--- src/tab_pkg.sv ---
`timescale 1ns / 1ps

package tab_pkg;

  localparam int unsigned CH_W      = 8;
  localparam int unsigned W_W       = 2 * CH_W;          // weight and sum width
  localparam int unsigned NUM_W     = W_W + CH_W;        // blend numerator width
  localparam int unsigned LANES     = 4;                 // red, green, blue, alpha
  localparam int unsigned DIV_STEPS = CH_W;              // one quotient bit per cell
  localparam int unsigned FRONT_STAGES = 2;
  localparam int unsigned LATENCY   = FRONT_STAGES + DIV_STEPS + 1;
  localparam int unsigned CFG_IDX_W = 3;

  localparam int unsigned LANE_R = 0;
  localparam int unsigned LANE_G = 1;
  localparam int unsigned LANE_B = 2;
  localparam int unsigned LANE_A = 3;

  typedef enum logic [CFG_IDX_W-1:0] {
    REG_TEXT_ALPHA    = 3'd0,
    REG_OUTLINE_RED   = 3'd1,
    REG_OUTLINE_GREEN = 3'd2,
    REG_OUTLINE_BLUE  = 3'd3,
    REG_OUTLINE_ALPHA = 3'd4
  } cfg_reg_t;

  typedef struct packed {
    logic [CH_W-1:0] red;
    logic [CH_W-1:0] green;
    logic [CH_W-1:0] blue;
    logic [CH_W-1:0] alpha;
  } tab_pix_t;

  // One word moving down the divider row.
  typedef struct packed {
    logic                             vld;
    logic                             blend;
    tab_pix_t                         pix;
    logic [LANES-1:0][NUM_W-1:0]      rem;
    logic [LANES-1:0][W_W-1:0]        den;
    logic [LANES-1:0][CH_W-1:0]       quo;
  } tab_word_t;

endpackage

--- src/tab_front.sv ---
`timescale 1ns / 1ps

module tab_front (
  input  logic                    clk,
  input  logic                    rst,
  input  logic                    in_vld,
  input  tab_pkg::tab_pix_t       text_pix,
  input  tab_pkg::tab_pix_t       under_pix,
  input  logic [tab_pkg::CH_W-1:0] text_thr,
  input  tab_pkg::tab_pix_t       outline_pix,
  output tab_pkg::tab_word_t      out_word
);
  import tab_pkg::*;

  // stage 1: path select and weights
  logic            s1_vld;
  logic            s1_blend;
  tab_pix_t        s1_pix;
  tab_pix_t        s1_text;
  logic [W_W-1:0]  s1_w1;
  logic [W_W-1:0]  s1_w2;
  logic [CH_W-1:0] s1_ta_cfg;

  logic            pass_text;
  logic            blend;
  logic [CH_W-1:0] oac;
  tab_pix_t        bypass_pix;

  always_comb begin
    pass_text = (text_pix.alpha >= text_thr) || (under_pix.alpha == '0);
    blend     = !pass_text && (text_pix.alpha != '0);
    oac       = (under_pix.alpha < outline_pix.alpha) ? under_pix.alpha : outline_pix.alpha;
    if (pass_text) begin
      bypass_pix = text_pix;
    end else if (under_pix.alpha > outline_pix.alpha) begin
      bypass_pix = outline_pix;
    end else begin
      bypass_pix = under_pix;
    end
  end

  always_ff @(posedge clk) begin
    if (rst) begin
      s1_vld <= 1'b0;
    end else begin
      s1_vld <= in_vld;
    end
    s1_blend  <= blend;
    s1_pix    <= bypass_pix;
    s1_text   <= text_pix;
    s1_ta_cfg <= text_thr;
    s1_w1     <= W_W'(text_pix.alpha) * W_W'(text_thr);
    s1_w2     <= W_W'(oac) * (W_W'(text_thr) - W_W'(text_pix.alpha));
  end

  // stage 2: numerators and sum
  tab_word_t      word_next;
  logic [W_W-1:0] sum;

  always_comb begin
    sum                    = s1_w1 + s1_w2;
    word_next.vld          = s1_vld;
    word_next.blend        = s1_blend;
    word_next.pix          = s1_pix;
    word_next.rem[LANE_R]  = NUM_W'(s1_text.red) * NUM_W'(s1_w1)
                           + NUM_W'(outline_pix.red) * NUM_W'(s1_w2);
    word_next.rem[LANE_G]  = NUM_W'(s1_text.green) * NUM_W'(s1_w1)
                           + NUM_W'(outline_pix.green) * NUM_W'(s1_w2);
    word_next.rem[LANE_B]  = NUM_W'(s1_text.blue) * NUM_W'(s1_w1)
                           + NUM_W'(outline_pix.blue) * NUM_W'(s1_w2);
    word_next.rem[LANE_A]  = NUM_W'(sum);
    word_next.den[LANE_R]  = sum;
    word_next.den[LANE_G]  = sum;
    word_next.den[LANE_B]  = sum;
    word_next.den[LANE_A]  = W_W'(s1_ta_cfg);
    word_next.quo          = '0;
  end

  always_ff @(posedge clk) begin
    if (rst) begin
      out_word <= '0;
    end else begin
      out_word <= word_next;
    end
  end

endmodule

--- src/tab_div_cell.sv ---
`timescale 1ns / 1ps

module tab_div_cell (
  input  logic               clk,
  input  logic               rst,
  input  tab_pkg::tab_word_t in_word,
  output tab_pkg::tab_word_t out_word
);
  import tab_pkg::*;

  tab_word_t        word_next;
  logic [NUM_W:0]   diff [LANES];
  logic [NUM_W-1:0] rem_sel [LANES];

  // Trial-subtract den<<(DIV_STEPS-1), then shift the remainder up one bit.
  always_comb begin
    word_next = in_word;
    for (int i = 0; i < LANES; i++) begin
      diff[i] = {1'b0, in_word.rem[i]}
              - {2'b00, in_word.den[i], {(DIV_STEPS-1){1'b0}}};
      rem_sel[i] = diff[i][NUM_W] ? in_word.rem[i] : diff[i][NUM_W-1:0];
      word_next.rem[i] = {rem_sel[i][NUM_W-2:0], 1'b0};
      word_next.quo[i] = {in_word.quo[i][CH_W-2:0], ~diff[i][NUM_W]};
    end
  end

  always_ff @(posedge clk) begin
    if (rst) begin
      out_word <= '0;
    end else begin
      out_word <= word_next;
    end
  end

endmodule

--- src/text_outline_alpha_blend.sv ---
`timescale 1ns / 1ps
// Throughput: one pixel word per cycle; busy is low whenever rst is low.
// Two front stages, the eight-cell restoring divider row (one quotient bit per
// cell) and the output register set the latency.
// Reset (rst, synchronous) drops every word in flight and loads the register defaults.
// done strobes for one cycle; the receiver cannot stall the output.

module text_outline_alpha_blend (
  input  logic                                clk,
  input  logic                                rst,
  input  logic                                start,
  output logic                                busy,
  output logic                                done,
  input  logic                                cfg_valid,
  output logic                                cfg_ready,
  input  logic [tab_pkg::CFG_IDX_W-1:0]       cfg_index,
  input  logic [tab_pkg::CH_W-1:0]            cfg_data,
  input  logic [tab_pkg::CH_W-1:0]            text_red,
  input  logic [tab_pkg::CH_W-1:0]            text_green,
  input  logic [tab_pkg::CH_W-1:0]            text_blue,
  input  logic [tab_pkg::CH_W-1:0]            text_alpha_in,
  input  logic [tab_pkg::CH_W-1:0]            under_red,
  input  logic [tab_pkg::CH_W-1:0]            under_green,
  input  logic [tab_pkg::CH_W-1:0]            under_blue,
  input  logic [tab_pkg::CH_W-1:0]            under_alpha,
  output logic [tab_pkg::CH_W-1:0]            res_red,
  output logic [tab_pkg::CH_W-1:0]            res_green,
  output logic [tab_pkg::CH_W-1:0]            res_blue,
  output logic [tab_pkg::CH_W-1:0]            res_alpha
);
  import tab_pkg::*;

  // Configuration registers: configured text alpha plus outline color.
  // Writes take effect at the accepting edge, so the channel is always ready.
  tab_pix_t cfg_pix;

  assign cfg_ready = 1'b1;

  always_ff @(posedge clk) begin
    if (rst) begin
      cfg_pix.red   <= '0;
      cfg_pix.green <= '0;
      cfg_pix.blue  <= '0;
      cfg_pix.alpha <= '1;  // alpha slot holds the text alpha register
    end else if (cfg_valid && cfg_ready) begin
      unique case (cfg_reg_t'(cfg_index))
        REG_TEXT_ALPHA:    cfg_pix.alpha <= cfg_data;
        REG_OUTLINE_RED:   cfg_pix.red   <= cfg_data;
        REG_OUTLINE_GREEN: cfg_pix.green <= cfg_data;
        REG_OUTLINE_BLUE:  cfg_pix.blue  <= cfg_data;
        REG_OUTLINE_ALPHA: ;  // held in outline_alpha below
        default: ;            // drop writes to unused indexes
      endcase
    end
  end

  // Outline alpha lives apart from the text alpha slot above.
  logic [CH_W-1:0] outline_alpha;

  always_ff @(posedge clk) begin
    if (rst) begin
      outline_alpha <= '1;
    end else if (cfg_valid && cfg_ready &&
                 (cfg_reg_t'(cfg_index) == REG_OUTLINE_ALPHA)) begin
      outline_alpha <= cfg_data;
    end
  end

  tab_pix_t text_pix;
  tab_pix_t under_pix;

  // The outline color with its own alpha: clamp value, over-opaque compare and
  // the word returned on the over-opaque outline path.
  tab_pix_t outline_pix;

  assign outline_pix = '{red: cfg_pix.red, green: cfg_pix.green,
                         blue: cfg_pix.blue, alpha: outline_alpha};
  assign text_pix    = '{red: text_red, green: text_green,
                         blue: text_blue, alpha: text_alpha_in};
  assign under_pix   = '{red: under_red, green: under_green,
                         blue: under_blue, alpha: under_alpha};

  // The pipeline never stalls; hold busy only while reset is asserted.
  assign busy = rst;

  // Front end: weights, then numerators and sum.
  tab_word_t chain [DIV_STEPS+1];

  tab_front u_front (
    .clk         (clk),
    .rst         (rst),
    .in_vld      (start && !busy),
    .text_pix    (text_pix),
    .under_pix   (under_pix),
    .text_thr    (cfg_pix.alpha),
    .outline_pix (outline_pix),
    .out_word    (chain[0])
  );

  // Divider row: each cell retires one quotient bit of all four lanes.
  for (genvar k = 0; k < DIV_STEPS; k++) begin : g_div
    tab_div_cell u_cell (
      .clk      (clk),
      .rst      (rst),
      .in_word  (chain[k]),
      .out_word (chain[k+1])
    );
  end

  // Output register. The quotients never exceed 255 because each numerator
  // is below 256 times its divisor, so no saturation stage is needed.
  tab_word_t last;

  assign last = chain[DIV_STEPS];

  always_ff @(posedge clk) begin
    if (rst) begin
      done <= 1'b0;
    end else begin
      done <= last.vld;
    end
    if (last.blend) begin
      res_red   <= last.quo[LANE_R];
      res_green <= last.quo[LANE_G];
      res_blue  <= last.quo[LANE_B];
      res_alpha <= last.quo[LANE_A];
    end else begin
      res_red   <= last.pix.red;
      res_green <= last.pix.green;
      res_blue  <= last.pix.blue;
      res_alpha <= last.pix.alpha;
    end
  end

  // Every accepted word comes out through the front, the divider row and the output register, and nothing else.
  a_in_to_out: assert property (@(posedge clk) disable iff (rst)
    (start && !busy) |-> ##(LATENCY) done)
    else $error("accepted word did not complete on time");

  a_out_from_in: assert property (@(posedge clk) disable iff (rst)
    done |-> $past(start && !busy, LATENCY))
    else $error("done without a matching accepted word");

  // Restoring invariant at the end of the row: remainder stays below den<<8.
  a_rem_bound: assert property (@(posedge clk) disable iff (rst)
    (last.vld && last.blend) |->
      ((last.rem[LANE_R] < {last.den[LANE_R], {CH_W{1'b0}}}) &&
       (last.rem[LANE_A] < {last.den[LANE_A], {CH_W{1'b0}}})))
    else $error("divider remainder out of range");

endmodule
--- config.mk ---
export PLATFORM = sky130hd
export DESIGN_NAME = text_outline_alpha_blend
export DESIGN_NICKNAME = d
export VERILOG_FILES = /design/src/tab_pkg.sv /design/src/tab_front.sv /design/src/tab_div_cell.sv /design/src/text_outline_alpha_blend.sv
export SDC_FILE = /design/constraint.sdc
export NUM_CORES = 2
export LEC_CHECK = 0
export BUFFER_PORTS_ARGS = -buffer_cell sky130_fd_sc_hd__buf_4
export CORE_UTILIZATION = 65
export CTS_BUF_LIST = sky130_fd_sc_hd__clkbuf_4 sky130_fd_sc_hd__clkbuf_8
export DETAILED_ROUTE_END_ITERATION = 10
export GPL_ROUTABILITY_DRIVEN = 0
export PLACE_DENSITY = 0.82
export SLEW_MARGIN = 10
export SYNTH_ARGS = -nofsm -noshare
export SYNTH_HDL_FRONTEND = slang
export SYNTH_SLANG_ARGS = --single-unit
--- constraint.sdc ---
create_clock -name clk -period 10.5 [get_ports clk]
set_input_delay 3.15 -clock clk [delete_from_list [all_inputs] [get_ports clk]]
set_output_delay 3.15 -clock clk [all_outputs]
set_load 0.005 [all_outputs]
==> run summary <==
The path category of the worst min-delay check is reg -> reg. The first detailed-routing pass ran for 6 iterations. For the pin with the worst max-slew slack, the measured transition is 1.24 ns.

The floorplan step defined a die boundary enclosing 0.141 sq mm. The tree is rooted in a sky130_fd_sc_hd__clkbuf_8. TritonCTS built the clock tree. Summing over every cut layer, the via total after detailed routing is 69,000.

The clock latency reported for the late side of the worst-skew pair came out at 1.03 ns. For the number of synthesis warnings, the log shows 0. The logs give 226 mm for the total wire length and 213 for the CTS buffer count. The share of the yosys chip area belonging to registers came out at 0.314. Max-cap violations in this run came to 0. The async set-reset flop share out of synthesis was 0; the post-CTS clock slew at the launch and capture registers of the worst setup and hold paths was 0.07 ns. The aggregate global-route resource usage was 0.322; the average detailed-routed wire length per instance was 19.1 um. The initial antenna violation count is 19.

The arrival time of the worst setup path is 9.31 ns, and the average vias per placed instance is 5.82. The top achievable clock speed is 118 MHz, and the die extent in x is 375 um. The clock arrives with 0.105 ns of skew.

The net count of the finished layout is 11,500. The tools report the number of failing hold endpoints at the final stage as 0. Dividing the synthesized area by the synthesized cell count gives 9.23 sq um. STA classifies the critical path endpoint as a register. The number of remaining DRC errors was 0. The HPWL after detailed placement is 171 mm. The most common library cell in the layout ignoring fill and taps was sky130_fd_sc_hd__dfxtp_1. The worst slew margin relative to its limit was 0.173; the count of flip-flops with a built-in enable after synthesis was 0.

In the layout the commonest cells are 1,416 x sky130_fd_sc_hd__dfxtp_1, 1,163 x sky130_fd_sc_hd__inv_1, 916 x sky130_fd_sc_hd__nor2_1. The most used flip-flop cell after synthesis is sky130_fd_sc_hd__dfxtp_1. At the worst endpoint, the required time is 11.37 ns. The run finished with clean final reports. Cell area after synthesis: 0.0904 sq mm.

The height of the die works out to 375 um. In this run the worst path has a maximum fanout of 10. Setup repair after global routing left no endpoint under its margin. Number of DRC markers in iteration 0: 5,437.

Buffers inserted to repair hold after CTS numbered 0. The worst register-to-register path has a setup slack of 3.43 ns. The tools report the final-report max-slew violation count as 0. The clock net in this run drives a total of 1,417 sinks.

The largest net degree at the start of global routing is 243. The area of the placeable core is 0.138 sq mm. The number of global-route vias before repair is 70,400, and the total setup violations reported at the end of the flow is 0.

The H-tree generated during clock tree synthesis spans 4 levels. The worst setup path is launched from a primary input. The fraction of final layout cells with drive strength greater than 1 was 0.0762. The critical path in this run is classified as in -> reg.

Buffers placed on the I/O ports in this run total 112. The area growth from synthesis to layout is 8.55%. The first global-routing pass estimated 362 mm of wire.

Yosys mapped the design onto 77 distinct sky130hd cell types. For this run the aggregate overflow at the end of global routing stands at 0. The floorplan has 136 rows. The synthesized design contains 1,417 register bits.

The longest clock path from root to sink contains 3 buffers. The summed negative setup slack over all endpoints is 0 ns. Counting every instance in the synthesized netlist gives 9,796. The final period utilization was 0.804; the minimum clock period after layout was 8.44 ns.

The logs give 0.657 for the effective utilization at floorplan and 0 for the number of cells upsized or downsized after cts. The number of antenna-violating nets in the routed design is 0, and the count of pins on the block boundary is 114. After clock tree synthesis, the setup repair step added 0 buffers.
-- cells in the mapped netlist, drive strengths merged (26+ instances only) --
| master | count | area (sq um) |
|---|---|---|
| dfxtp | 1417 | 28400 |
| inv | 1163 | 4370 |
| nor2 | 916 | 3440 |
| ha | 756 | 9460 |
| fa | 747 | 15000 |
| nand2 | 745 | 2800 |
| nor2b | 657 | 4110 |
| and2 | 395 | 2470 |
| a21oi | 353 | 1770 |
| clkbuf | 306 | 1150 |
| o21ai | 291 | 1470 |
| mux2i | 269 | 2690 |
| xnor2 | 224 | 1960 |
| nor3 | 161 | 806 |
| o21a | 150 | 1130 |
| nand3 | 107 | 536 |
| a211oi | 103 | 773 |
| mux2 | 93 | 1050 |
| or3 | 81 | 527 |
| a21o | 76 | 571 |
| xor2 | 76 | 666 |
| nand2b | 62 | 388 |
| or2 | 57 | 357 |
| a21boi | 54 | 405 |
| a31oi | 50 | 313 |
| and3 | 49 | 307 |
| o31a | 48 | 420 |
| nor4 | 41 | 257 |
| o31ai | 36 | 270 |
| o2111ai | 34 | 298 |
| or4 | 29 | 221 |
| buf | 26 | 128 |
| o211ai | 26 | 195 |
-- stage by stage --
stage	cell area [sq um]	util	cells	worst slack, ns	hold WS, ns
after global placement	92900	0.675	11500	1.19	0.414
after CTS	98100	0.713	11800	2.19	0.397
final	98100	0.713	11800	2.06	0.386
after global routing	98100	0.713	11800	1.56	0.410
after detailed placement	92900	0.675	11500	1.13	0.420
after floorplan	90400	-	9798	1.74	0.370
-- worst paths after layout --
path	cells past startpoint	end	startpoint
setup reg to reg	20	u_front.out_word[119]	u_front.s1_w2[6]
hold / removal	1	g_div[4].u_cell.out_word[28]	g_div[3].u_cell.out_word[27]
setup / recovery	25	u_front.s1_w2[15]	text_alpha_in[1]
hold reg to reg	1	g_div[4].u_cell.out_word[28]	g_div[3].u_cell.out_word[27]
-- cell type report --
type                       count  area, sq um
antenna                        3         7.51
tap                         1794         2240
clock inverter                78         1220
sequential                  1417        28400
multi-input combinational   6885        56500
fill                        9705        39500
clock buffer                 311         3970
inverter                    1164         4370
timing repair buffer         194         1490
-- flip-flops by register name, indices dropped and copies added (netlist names), 8 cells and up --
register               cells
res_alpha                  8
u_front.s1_text           24
u_front.out_word         130
res_red                    8
res_blue                   8
cfg_pix                   32
res_green                  8
u_front.s1_ta_cfg          8
g_div.u_cell.out_word   1116
u_front.s1_w1             16
u_front.s1_w2             16
u_front.s1_pix            32
outline_alpha              8
-- layer usage --
metal  up-vias  wire length, um  track usage
met5         -               99            0
met4        16            11100        0.154
met3       751            18700       0.0684
met2      2873           108000        0.542
met1     33200            88000        0.393
li1      32100                -            -
-- critical path: stages --
cell and delay, ns:
sky130_fd_sc_hd__buf_4 0.15, sky130_fd_sc_hd__inv_1 0.08, sky130_fd_sc_hd__ha_1 0.31, sky130_fd_sc_hd__nor2b_1 0.14, sky130_fd_sc_hd__o21ai_0 0.22, sky130_fd_sc_hd__a21boi_0 0.12, sky130_fd_sc_hd__o21ai_0 0.18, sky130_fd_sc_hd__nand2b_1 0.17
sky130_fd_sc_hd__a221oi_1 0.55, sky130_fd_sc_hd__xor2_1 0.45, sky130_fd_sc_hd__nor2_1 0.14, sky130_fd_sc_hd__fa_1 0.57, sky130_fd_sc_hd__inv_1 0.06, sky130_fd_sc_hd__fa_1 0.49, sky130_fd_sc_hd__fa_1 0.49, sky130_fd_sc_hd__inv_1 0.04
sky130_fd_sc_hd__ha_1 0.31, sky130_fd_sc_hd__o21a_1 0.13, sky130_fd_sc_hd__o31a_1 0.12, sky130_fd_sc_hd__o21a_1 0.20, sky130_fd_sc_hd__o21ai_0 0.19, sky130_fd_sc_hd__nand2b_1 0.11, sky130_fd_sc_hd__a41o_1 0.28, sky130_fd_sc_hd__o41ai_1 0.25
sky130_fd_sc_hd__xnor3_1 0.43
-- logic make-up after synthesis --
kind of cell             share of synthesized area
buffers and inverters                       0.0625
flip-flops                                   0.314
adder cells (fa/ha/maj)                      0.270
multiplexers                                0.0414
AND/OR/NAND/NOR                              0.183
other                                    0.0000831
XOR/XNOR                                    0.0296
AO/OA/AOI/OAI                               0.0997
Power is not shown: default switching activity piles up to over one toggle a cycle in this logic, so the estimate is an artifact.
